`config.mk`:
```
export PLATFORM = sky130hd
export DESIGN_NAME = tga_rle_pixel_decoder_unit
export DESIGN_NICKNAME = d
export VERILOG_FILES = /design/src/sv/tgarle_pkg.sv /design/src/sv/tga_rle_pixel_decoder_unit.sv /design/src/sv/tgarle_pixel_fmt.sv
export SDC_FILE = /design/constraint.sdc
export NUM_CORES = 1
export LEC_CHECK = 0
export BUFFER_PORTS_ARGS = -buffer_cell sky130_fd_sc_hd__buf_2
export CORE_MARGIN = 4
export CORE_UTILIZATION = 48
export DETAILED_ROUTE_END_ITERATION = 10
export GPL_TIMING_DRIVEN = 1
export PLACE_DENSITY = 0.67
export SLEW_MARGIN = 10
export SYNTH_ARGS = -nofsm -noshare
export SYNTH_HDL_FRONTEND = slang
export SYNTH_SLANG_ARGS = --single-unit
export TNS_END_PERCENT = 30
```
`constraint.sdc`:
```
create_clock -name clk -period 17.2 [get_ports clk]
set_input_delay 0.86 -clock clk [delete_from_list [all_inputs] [get_ports clk]]
set_output_delay 0.86 -clock clk [all_outputs]
set_load 0.05 [all_outputs]
```
`src/sv/tgarle_pkg.sv`:
```
// Shared types, constants and helpers for the TGA RLE pixel decoder.
// No dependencies; every other file refers to it by scoped names.
package tgarle_pkg;

	// Width of the column counter and of the used part of row_width
	localparam int WIDTH_BITS = 16;

	// Effective row width, one bit wider so that a zero setting can mean a full row
	localparam logic [WIDTH_BITS:0] ROW_FULL = {1'b1, {WIDTH_BITS{1'b0}}};

	// pixel_mode codes
	localparam logic [1:0] MODE_GRAY8  = 2'd0;
	localparam logic [1:0] MODE_RGB555 = 2'd1;
	localparam logic [1:0] MODE_BGR24  = 2'd2;
	localparam logic [1:0] MODE_BGRA32 = 2'd3;

	// configuration register indexes
	localparam logic [1:0] CFG_PIXEL_MODE = 2'd0;
	localparam logic [1:0] CFG_RLE_ENABLE = 2'd1;
	localparam logic [1:0] CFG_ROW_WIDTH  = 2'd2;

	localparam logic [7:0] HDR_RUN_MASK   = 8'h80;
	localparam logic [7:0] HDR_COUNT_MASK = 8'h7F;
	localparam logic [7:0] ALPHA_OPAQUE   = 8'd255;

	typedef struct packed {
		logic [7:0] red;
		logic [7:0] green;
		logic [7:0] blue;
		logic [7:0] alpha;
	} colour_t;

	// Widen a 5-bit colour field to 8 bits by repeating its top bits
	function automatic logic [7:0] widen5(input logic [4:0] v);
		widen5 = {v, v[4:2]};
	endfunction

endpackage

```
`src/sv/tga_rle_pixel_decoder_unit.sv`:
```
// Top level of the TGA RLE pixel decoder: byte parser, packet and row tracking.
// Depends on tgarle_pkg and tgarle_pixel_fmt.
//
// Usage:
//   Input channel (in_valid / in_stall / data_byte) takes one beat per byte of
//   TGA pixel data. Output channel (out_valid / out_stall and the colour,
//   repeat_count, row_end and overflow ports) gives one beat per completed
//   pixel; header bytes, incomplete pixels and clipped excess literal pixels
//   give none.
//   Pipeline: a byte is held in the input register, then the parser
//   updates its counters and loads the result register, which puts the
//   pixel completed by that byte on the output.
//   Throughput: one byte per cycle, sustained, while the receiver takes beats;
//   the parser step between input and result register sets it.
//   Stall: while out_stall holds a result, the input register holds its byte
//   and in_stall rises once it is full; no beat is lost or repeated.
//   Reset (arst_n low): registers return to pixel_mode 0, rle_enable 0,
//   row_width 1, header expected, all counters clear, both channels empty.
//   Configuration: cfg_wr_en writes register cfg_index with cfg_data; write
//   only while the block is idle. Index 3 is ignored. A row_width of zero
//   means a row of 2^WIDTH_BITS pixels.
module tga_rle_pixel_decoder_unit (
	input  logic        clk,
	input  logic        arst_n,

	input  logic        cfg_wr_en,
	input  logic [1:0]  cfg_index,
	input  logic [15:0] cfg_data,

	input  logic        in_valid,
	output logic        in_stall,
	input  logic [7:0]  data_byte,

	output logic        out_valid,
	input  logic        out_stall,
	output logic [7:0]  red,
	output logic [7:0]  green,
	output logic [7:0]  blue,
	output logic [7:0]  alpha,
	output logic [7:0]  repeat_count,
	output logic        row_end,
	output logic        overflow
);

	localparam int CW = tgarle_pkg::WIDTH_BITS;

	// configuration
	logic [1:0]    pixel_mode_q;
	logic          rle_enable_q;
	logic [15:0]   row_width_q;

	// parser state
	logic          expect_header_q;
	logic          packet_is_run_q;
	logic [7:0]    packet_left_q;
	logic [6:0]    packet_skip_q;
	logic          packet_clipped_q;
	logic [1:0]    byte_index_q;
	logic [23:0]   pixel_bytes_q;
	logic [CW-1:0] column_count_q;

	// input register
	logic          valid_s1;
	logic [7:0]    data_s1;

	// result register
	logic          valid_s2;
	tgarle_pkg::colour_t colour_s2;
	logic [7:0]    repeat_s2;
	logic          row_end_s2;
	logic          overflow_s2;

	// next-state values from the parser
	logic          expect_header_d;
	logic          packet_is_run_d;
	logic [7:0]    packet_left_d;
	logic [6:0]    packet_skip_d;
	logic          packet_clipped_d;
	logic [1:0]    byte_index_d;
	logic [23:0]   pixel_bytes_d;
	logic [CW-1:0] column_count_d;
	logic          fire;
	logic [7:0]    rep;
	logic          row_end_c;
	logic          overflow_c;

	logic          out_free;
	logic          step;
	logic [CW-1:0] row_width_m;
	logic [CW:0]   eff_width;
	logic [CW:0]   column_ext;
	logic [CW:0]   room;
	logic [7:0]    count;
	logic [7:0]    kept;
	logic          header;
	logic [CW:0]   column_sum;
	logic [6:0]    skip_dec;
	tgarle_pkg::colour_t colour_c;

	// result register can take a new beat when empty or being drained
	assign out_free = !valid_s2 || !out_stall;
	assign step     = valid_s1 && out_free;
	assign in_stall = valid_s1 && !out_free;

	assign row_width_m = row_width_q[CW-1:0];
	assign eff_width   = (row_width_m == '0) ? tgarle_pkg::ROW_FULL : {1'b0, row_width_m};
	assign column_ext  = {1'b0, column_count_q};
	// a column past the row end leaves room for one pixel
	assign room        = (column_ext < eff_width) ? (eff_width - column_ext) : (CW+1)'(1);

	assign count  = {1'b0, data_s1[6:0] & tgarle_pkg::HDR_COUNT_MASK[6:0]} + 8'd1;
	assign kept   = ({{(CW-7){1'b0}}, count} > room) ? room[7:0] : count;
	assign header = rle_enable_q &&
		(expect_header_q || (packet_left_q == 8'd0 && packet_skip_q == 7'd0));
	assign skip_dec = packet_skip_q - 7'd1;
	assign column_sum = column_ext + {{(CW-7){1'b0}}, rep};

	tgarle_pixel_fmt u_fmt (
		.pixel_mode  (pixel_mode_q),
		.pixel_bytes (pixel_bytes_q),
		.last_byte   (data_s1),
		.colour      (colour_c)
	);

	always_comb begin
		expect_header_d  = expect_header_q;
		packet_is_run_d  = packet_is_run_q;
		packet_left_d    = packet_left_q;
		packet_skip_d    = packet_skip_q;
		packet_clipped_d = packet_clipped_q;
		byte_index_d     = byte_index_q;
		pixel_bytes_d    = pixel_bytes_q;
		column_count_d   = column_count_q;
		fire             = 1'b0;
		rep              = 8'd1;
		row_end_c        = 1'b0;
		overflow_c       = 1'b0;

		if (rle_enable_q && packet_is_run_q && !header) begin
			rep = packet_left_q;
		end

		if (header) begin
			// open a packet, clipped to the room left in the row
			packet_is_run_d  = (data_s1 & tgarle_pkg::HDR_RUN_MASK) != 8'd0;
			packet_left_d    = kept;
			packet_skip_d    = packet_is_run_d ? 7'd0 : 7'(count - kept);
			packet_clipped_d = {{(CW-7){1'b0}}, count} > room;
			expect_header_d  = 1'b0;
			byte_index_d     = 2'd0;
			pixel_bytes_d    = 24'd0;
		end else if (byte_index_q < pixel_mode_q) begin
			// gather a low byte of the pixel
			case (byte_index_q)
				2'd0: pixel_bytes_d[7:0]   = pixel_bytes_q[7:0]   | data_s1;
				2'd1: pixel_bytes_d[15:8]  = pixel_bytes_q[15:8]  | data_s1;
				2'd2: pixel_bytes_d[23:16] = pixel_bytes_q[23:16] | data_s1;
				default: pixel_bytes_d = pixel_bytes_q;
			endcase
			byte_index_d = byte_index_q + 2'd1;
		end else begin
			byte_index_d  = 2'd0;
			pixel_bytes_d = 24'd0;
			if (rle_enable_q && packet_left_q == 8'd0) begin
				// drop an excess literal pixel of a clipped packet
				packet_skip_d = skip_dec;
				if (skip_dec == 7'd0) begin
					expect_header_d = 1'b1;
				end
			end else begin
				fire = 1'b1;
				if (rle_enable_q) begin
					if (packet_is_run_q) begin
						packet_left_d = 8'd0;
					end else begin
						packet_left_d = packet_left_q - 8'd1;
					end
				end
				row_end_c = column_sum >= eff_width;
				if (row_end_c) begin
					column_count_d = '0;
					overflow_c     = rle_enable_q && packet_clipped_q;
				end else begin
					column_count_d = column_sum[CW-1:0];
				end
				if (rle_enable_q && packet_left_d == 8'd0 && packet_skip_q == 7'd0) begin
					expect_header_d = 1'b1;
				end
			end
		end
	end

	// configuration writes
	always_ff @(posedge clk or negedge arst_n) begin
		if (!arst_n) begin
			pixel_mode_q <= tgarle_pkg::MODE_GRAY8;
			rle_enable_q <= 1'b0;
			row_width_q  <= 16'd1;
		end else if (cfg_wr_en) begin
			case (cfg_index)
				tgarle_pkg::CFG_PIXEL_MODE: pixel_mode_q <= cfg_data[1:0];
				tgarle_pkg::CFG_RLE_ENABLE: rle_enable_q <= cfg_data[0];
				tgarle_pkg::CFG_ROW_WIDTH:  row_width_q  <= cfg_data;
				default: ;
			endcase
		end
	end

	// parser state advances once per byte leaving the input register
	always_ff @(posedge clk or negedge arst_n) begin
		if (!arst_n) begin
			expect_header_q  <= 1'b1;
			packet_is_run_q  <= 1'b0;
			packet_left_q    <= 8'd0;
			packet_skip_q    <= 7'd0;
			packet_clipped_q <= 1'b0;
			byte_index_q     <= 2'd0;
			pixel_bytes_q    <= 24'd0;
			column_count_q   <= '0;
		end else if (step) begin
			expect_header_q  <= expect_header_d;
			packet_is_run_q  <= packet_is_run_d;
			packet_left_q    <= packet_left_d;
			packet_skip_q    <= packet_skip_d;
			packet_clipped_q <= packet_clipped_d;
			byte_index_q     <= byte_index_d;
			pixel_bytes_q    <= pixel_bytes_d;
			column_count_q   <= column_count_d;
		end
	end

	// input register: load on accept, empty when the parser takes it
	always_ff @(posedge clk or negedge arst_n) begin
		if (!arst_n) begin
			valid_s1 <= 1'b0;
		end else if (!in_stall) begin
			valid_s1 <= in_valid;
		end
	end

	always_ff @(posedge clk) begin
		if (in_valid && !in_stall) begin
			data_s1 <= data_byte;
		end
	end

	// result register: hold while stalled
	always_ff @(posedge clk or negedge arst_n) begin
		if (!arst_n) begin
			valid_s2 <= 1'b0;
		end else if (out_free) begin
			valid_s2 <= step && fire;
		end
	end

	always_ff @(posedge clk) begin
		if (step && fire) begin
			colour_s2   <= colour_c;
			repeat_s2   <= rep;
			row_end_s2  <= row_end_c;
			overflow_s2 <= overflow_c;
		end
	end

	assign out_valid    = valid_s2;
	assign red          = colour_s2.red;
	assign green        = colour_s2.green;
	assign blue         = colour_s2.blue;
	assign alpha        = colour_s2.alpha;
	assign repeat_count = repeat_s2;
	assign row_end      = row_end_s2;
	assign overflow     = overflow_s2;

endmodule

```
`src/sv/tgarle_pixel_fmt.sv`:
```
// Colour assembly for one completed pixel at the configured depth.
// Depends on tgarle_pkg for the mode codes, colour_t and widen5.
module tgarle_pixel_fmt (
	input  logic [1:0]               pixel_mode,
	input  logic [23:0]              pixel_bytes,
	input  logic [7:0]               last_byte,
	output tgarle_pkg::colour_t      colour
);

	logic [15:0] word16;

	assign word16 = {last_byte, pixel_bytes[7:0]};

	always_comb begin
		case (pixel_mode)
			tgarle_pkg::MODE_GRAY8: begin
				colour.red   = last_byte;
				colour.green = last_byte;
				colour.blue  = last_byte;
				colour.alpha = tgarle_pkg::ALPHA_OPAQUE;
			end
			tgarle_pkg::MODE_RGB555: begin
				// bit 15 is ignored
				colour.red   = tgarle_pkg::widen5(word16[14:10]);
				colour.green = tgarle_pkg::widen5(word16[9:5]);
				colour.blue  = tgarle_pkg::widen5(word16[4:0]);
				colour.alpha = tgarle_pkg::ALPHA_OPAQUE;
			end
			tgarle_pkg::MODE_BGR24: begin
				colour.blue  = pixel_bytes[7:0];
				colour.green = pixel_bytes[15:8];
				colour.red   = last_byte;
				colour.alpha = tgarle_pkg::ALPHA_OPAQUE;
			end
			default: begin
				colour.blue  = pixel_bytes[7:0];
				colour.green = pixel_bytes[15:8];
				colour.red   = pixel_bytes[23:16];
				colour.alpha = last_byte;
			end
		endcase
	end

endmodule

```
# --- Word-level counts from Yosys, hierarchy flattened ---
# Cells that the tools add are included.
classes:
  n_mul: 0
  div: 0
  n_lt_le_gt_ge: 4
  bitwise_logic: 7
  n_shift: 0
  n_addsub: 7
  n_eq_ne: 12
  n_mux: 33
  n_reduce_logical: 42
op_table:
  columns: ["operator", "n"]
  rows:
  - ["$mux W8", 13]
  - ["$pmux W32 S3", 1]
  - ["$mux W24", 2]
  - ["$mux W17", 2]
  - ["$mux W7", 4]
  - ["$or A8 B8 Y8", 3]
  - ["$add A16 B8 Y17", 1]
  - ["$ge A17 B17 Y1", 1]
  - ["$gt A8 B17 Y1", 1]
  - ["$lt A16 B17 Y1", 1]
  - ["$sub A17 B16 Y17", 1]
  - ["$logic_not A16 Y1", 1]
  - ["$logic_not A8 Y1", 2]
  - ["$mux W16", 1]
  - ["$logic_not A7 Y1", 2]
  - ["$reduce_and A2 Y1", 7]
  - ["$logic_and A1 B1 Y1", 12]
  - ["$ne A3 B2 Y1 const B", 4]
  - ["$add A7 B1 Y8 const B", 1]
  - ["$mux W1", 8]
  - ["$reduce_and A4 Y1", 2]
  - ["$sub A8 B1 Y8 const B", 1]
  - ["$sub A7 B1 Y7 const B", 1]
  - ["$sub A7 B7 Y7", 1]
  - ["15 further kinds", 32]
word_totals:
  in_bits: 31
  mem_bits_ro: 0
  wordCells: 128
  memories: 0
  latchBits: 0
  ramBits: 0
  regBits: 131

# --- Longest topological paths before layout ---
logic_depth:
  word_depth: 13
  mapped_depth: 31
  ltp_nobuf: 29

# --- Hierarchy ---
# A second synthesis with hierarchy kept.
unflattened:
  cells_unflattened: 925
  area_unflattened_um2: 8629.5
modules_own_cells:
  columns: ["mod", "instances", "cells_per_inst", "area_per_inst_um2"]
  rows:
  - ["tga_rle_pixel_decoder_unit", 1, 835, 8027.7]
  - ["tgarle_pixel_fmt", 1, 90, 601.8]

# --- Worst setup path after synthesis ---
# No wires, ideal clock.
synth_timing:
  path_type: "register to register"
  start: "register row_width_q[1], in the netlist row_width_m[1]"
  end: "register packet_skip_q[6]"
  t_arrival_ns: 5.559
  path_slack_ns: 11.568
  path_buffers: 2
  period_less_slack_ns: 5.632
  path_stages_with_launch: 29
  cell_sequence: "dfrtp_1 clkbuf_1 ha_1 nor2b_1 o2111ai_1 a21oi_2 o21bai_1 a21o_1 o21ai_1 nand2_1 ha_1 a2111oi_0 a31oi_1 o2111ai_1 nor3_2 a41oi_4 buf_2 nor2_1 a21oi_2 inv_1 fa_1 nor2b_1 o21ai_0 nand2b_1 a21o_1 a21oi_1 or4_1 a21o_1 a21oi_2"
synth_via:
  elab_chain_len: 9
synth_lines:
  columns: ["element", "line", "rtl"]
  rows:
  - ["start, declared", "tga_rle_pixel_decoder_unit.sv:50", "logic [15:0] row_width_q;"]
  - ["start signal, assigned", "tga_rle_pixel_decoder_unit.sv:203", "tgarle_pkg::CFG_ROW_WIDTH: row_width_q <= cfg_data;"]
  - ["$logic_not A16 Y1", "tga_rle_pixel_decoder_unit.sv:106", "assign eff_width = (row_width_m == '0) ? tgarle_pkg::ROW_FULL : {1'b0, row_width_m};"]
  - ["$mux W17 *", "tga_rle_pixel_decoder_unit.sv:106", null]
  - ["$sub A17 B16 Y17 / $lt A16 B17 Y1 (equally long branches)", "tga_rle_pixel_decoder_unit.sv:109", "assign room = (column_ext < eff_width) ? (eff_width - column_ext) : (CW+1)'(1);"]
  - ["$mux W17 *", "tga_rle_pixel_decoder_unit.sv:109", null]
  - ["$gt A8 B17 Y1", "tga_rle_pixel_decoder_unit.sv:112", "assign kept = ({{(CW-7){1'b0}}, count} > room) ? room[7:0] : count;"]
  - ["$mux W8 *", "tga_rle_pixel_decoder_unit.sv:112", null]
  - ["$sub A7 B7 Y7 *", "tga_rle_pixel_decoder_unit.sv:147", "packet_skip_d = packet_is_run_d ? 7'd0 : 7'(count - kept);"]
  - ["$mux W7 *", "tga_rle_pixel_decoder_unit.sv:147", null]
  - ["$mux W7 *", "tga_rle_pixel_decoder_unit.sv:143", "if (header) begin"]
  - ["end signal, assigned", "tga_rle_pixel_decoder_unit.sv:224", "packet_skip_q <= packet_skip_d;"]
  - ["end, declared", "tga_rle_pixel_decoder_unit.sv:56", "logic [6:0] packet_skip_q;"]
# Every way passes the cells marked *; elsewhere a longest branch is shown, timed or not.
# A chain may end at the register's enable or synchronous reset.

# --- Final worst setup path ---
layout_timing:
  start: "register column_count_q[10]"
  end: "register packet_skip_q[6]"
layout_via:
  elab_chain_len: 7
layout_lines:
  columns: ["element", "line", "rtl"]
  rows:
  - ["start, declared", "tga_rle_pixel_decoder_unit.sv:60", "logic [CW-1:0] column_count_q;"]
  - ["start signal, assigned", "tga_rle_pixel_decoder_unit.sv:228", "column_count_q <= column_count_d;"]
  - ["$sub A17 B16 Y17 / $lt A16 B17 Y1 (equally long branches)", "tga_rle_pixel_decoder_unit.sv:109", null]
  - ["$mux W17 *", "tga_rle_pixel_decoder_unit.sv:109", null]
  - ["$gt A8 B17 Y1", "tga_rle_pixel_decoder_unit.sv:112", null]
  - ["$mux W8 *", "tga_rle_pixel_decoder_unit.sv:112", null]
  - ["$sub A7 B7 Y7 *", "tga_rle_pixel_decoder_unit.sv:147", null]
  - ["$mux W7 *", "tga_rle_pixel_decoder_unit.sv:147", null]
  - ["$mux W7 *", "tga_rle_pixel_decoder_unit.sv:143", null]
# Marked as above.

==> impl_metrics.csv <==
group,metric,value,unit
synthesis,async_flop_share,0.618,
sta,worst_slack,10.45,ns
synthesis,synth_ff_type,"dfrtp_1",
sta,setup_viol,0,
worst_setup_path,arrival,7.11,ns
power,power.internal,0.933,mW
sta,rsz0062_at_grt,"no",
place,pre_cts_ws,10.50,ns
place,gp_congestion,0.885,
sta,finalMaxSlewViolations,0,
finish,antenna_cells,0,
power,pwr-share-comb,0.481,
hold_path,hold_class,"flip-flop to flip-flop",
synthesis,synth-simple-area-share,0.170,
outcome,status,"finished clean",
clock_network,cts_num_sinks,131,
clock_network,post_cts_buffers,0,
place,numPortBuffers,74,
worst_setup_path,critPathSlowestCell,"o21ai_1",
route,first_pass_iters,5,
clock_network,cts_resized,0,
die,start_util,0.495,
route,vias_per_cell,5.66,
sta,fmax,0.148,GHz
sta,worstMarginPinSlew,1.08,ns
die,core,16700,µm²
worst_setup_path,r2r-start,"column_count_q[10]$_DFFE_PN0P_",
die,fp.dieH,139,µm
route,post_drt_wl_per_cell,17.0,µm
power,power.share.clock,0.213,
sta,skew,0.0120,ns
power,p_switching,0.741,mW
die,rows,47,
synthesis,syn_area,8260,µm²
synthesis,synth_cell_types,71,
clock_network,hold_buffers,0,
synthesis,synth_mux_area_frac,0.0295,
synthesis,synthAdderAreaFrac,0.104,
worst_setup_path,worst_setup_path_end_kind,"flip-flop",
synthesis,synth_top_area_frac,0.239,
die,io_pins,75,
worst_setup_path,critPathLaunchType,"flip-flop",
synthesis,yosys_warnings,0,
synthesis,synth_xor_area_frac,0.0350,
route,drtIter0Drc,452,
finish,nFillCells,1517,
synthesis,synth-edff-count,50,
sta,finalCritPeriodShare,0.392,
synthesis,syn-num-nets,993,
synthesis,synth_top_family_by_area,"compound AO/OA/AOI/OAI gates",
place,hpwl,14.3,mm
synthesis,avgSynthCellArea,9.23,µm²
route,antenna_left,0,
global_routing,grt_antenna_before_repair,0,
clock_network,cts_buffer_depth,2,
worst_setup_path,crit_start,"column_count_q[10]$_DFFE_PN0P_",
synthesis,synth_cells,895,
finish,syn_to_final_growth,12.8,%
worst_setup_path,worstPathRequired,17.56,ns
global_routing,grt_pass1_vias,6535,
clock_network,cts_tree,"yes",
power,p_leak,4.04,nW
synthesis,yosys.area.top_type,"dfrtp_1",
sta,hold_viol,0,
power,swShare,0.443,
clock_network,clkTransAtPathRegs,0.06,ns
route,post-route-drc-count,0,
clock_network,clock-root-buffer,"clkbuf_16",
global_routing,track_usage,0.210,
power,irDropWorstVdd,0.0000817,V
finish,final_net_count,1035,
worst_setup_path,max_stage_delay,0.57,ns
finish,mostFrequentLayoutCells,"93 x a21oi_1, 80 x nand2_1, 79 x dfrtp_1, 76 x nor2_1, 73 x buf_2",
synthesis,seq_area_frac_synth,0.427,
clock_network,cts_max_level,4,
synthesis,synth.area.top_cells,"dfrtp_1 24%, edfxtp_1 18%, ha_1 9.7%, a21oi_1 5.7%, nand2_1 3.6%",
route,via_count,6626,
synthesis,synth-seq-cells,131,
synthesis,synth-compound-area-share,0.182,
global_routing,grt_max_degree,82,
power,p_per_area,180,nW/µm²
die,die_w,139,µm
clock_network,clock_latency,0.43,ns
finish,final_common_cell,"a21oi_1",
worst_setup_path,critPathKind,"flip-flop to flip-flop",
clock_network,cts_buffers,17,
power,p_seq_frac,0.306,
sta,setup_tns,0,ns
global_routing,grt-ovfl-total,0,
sta,slew_headroom,0.282,
worst_setup_path,worstPathMaxFanout,18,
hold_path,hold_start,"expect_header_q$_DFFE_PN1P_",
job,drv_cap,0,
sta,period_needed,6.75,ns
die,dieArea,19400,µm²
route,drt_wl_total,19.9,mm
finish,layout-drive-gt1-share,0.166,
global_routing,grt_pass1_wl,33.1,mm
[cell type report]
class | count | area, µm² | area share
clock buffers | 18 | 439 | 0.0471
flip-flops and latches | 131 | 3530 | 0.379
repair buffers | 79 | 410 | 0.0440
inverters | 56 | 210 | 0.0226
clock inverters | 14 | 143 | 0.0153
well taps | 220 | 275 | 0.0295
multi-input cells | 652 | 4310 | 0.463
[power by group through the flow]
stage               sequential, mW  clock [mW]  combinational, mW
detailed placement           0.514           0              0.798
floorplan                    0.576           0              0.551
global placement             0.513           0              0.790
CTS                          0.511       0.363              0.804
finish                       0.511       0.357              0.805
global route                 0.524       0.379              0.900
[path summary, 6_finish.rpt]
kind	endpoint	slack, ns	depth (start not counted)
worst min register to register	expect_header_q$_DFFE_PN1P_	0.49	2
max in group asynchronous	pixel_bytes_q[2]$_DFFE_PN0P_	15.89	1
worst min-delay path	expect_header_q$_DFFE_PN1P_	0.49	2
worst max register to register	packet_skip_q[6]$_DFFE_PN0P_	10.45	28
min in group asynchronous	column_count_q[5]$_DFFE_PN0P_	0.63	1
worst max-delay path	packet_skip_q[6]$_DFFE_PN0P_	10.45	28
[kinds of logic after synthesis]
group,count (synthesis)
AO/OA/AOI/OAI,239
XOR/XNOR,33
adder cells (fa/ha/maj),67
buffers and inverters,112
flip-flops,131
multiplexers,22
AND/OR/NAND/NOR,291
[registers in the layout, summed over array words and instances (netlist names), 7 cells and up]
register	count
alpha	8
blue	8
column_count_q	16
data_s1	8
green	8
packet_left_q	8
packet_skip_q	7
pixel_bytes_q	24
red	8
repeat_count	8
row_width_m	16
[metal layers]
layer	share of wire	global-route usage	up-vias
met5	0	0	-
met4	0.017	0.0602	0
met3	0.051	0.0472	29
met2	0.45	0.327	167
met1	0.48	0.297	3154
li1	-	-	3276
[stage by stage]
step | std cells | total power, mW | utilization | hold WS [ns] | area [µm²]
after floorplan | 895 | 1.13 | - | 0.442 | 8260
after global placement | 1138 | 1.30 | 0.523 | 0.468 | 8740
after detailed placement | 1138 | 1.31 | 0.523 | 0.482 | 8740
after CTS | 1170 | 1.68 | 0.558 | 0.489 | 9320
after global routing | 1170 | 1.80 | 0.558 | 0.519 | 9320
final | 1170 | 1.67 | 0.558 | 0.490 | 9320
[Yosys cell counts (3+ instances only)]
library cell and number:
a211oi_1 5, a21o_1 12, a21oi_1 94, a21oi_2 4, a31o_2 5, a31oi_1 6
a41o_1 3, and2_1 7, and3_1 11, and4_1 3, buf_1 8, clkbuf_1 46
dfrtp_1 79, edfxtp_1 50, fa_1 3, ha_1 64, inv_1 55, mux2_2 19
mux2i_1 3, nand2_1 80, nand2b_1 8, nand3_1 19, nand3b_1 4, nand4_1 10
nor2_1 76, nor2b_1 21, nor3_1 23, nor4_1 7, o2111ai_1 3, o21a_1 11
o21ai_0 46, o22ai_1 13, o31ai_1 4, or2_2 8, or3_1 6, xnor2_1 25
xor2_1 8
[critical path, delay by kind of cell, from the launching register on]
kind | cells | cell delay [ns]
compound gates | 14 | 3.06
simple gates | 9 | 1.73
fa+ha+maj | 4 | 1.40
flops | 1 | 0.41
buf+inv | 1 | 0.11
Note: power is estimated with default switching activity, not from simulation.
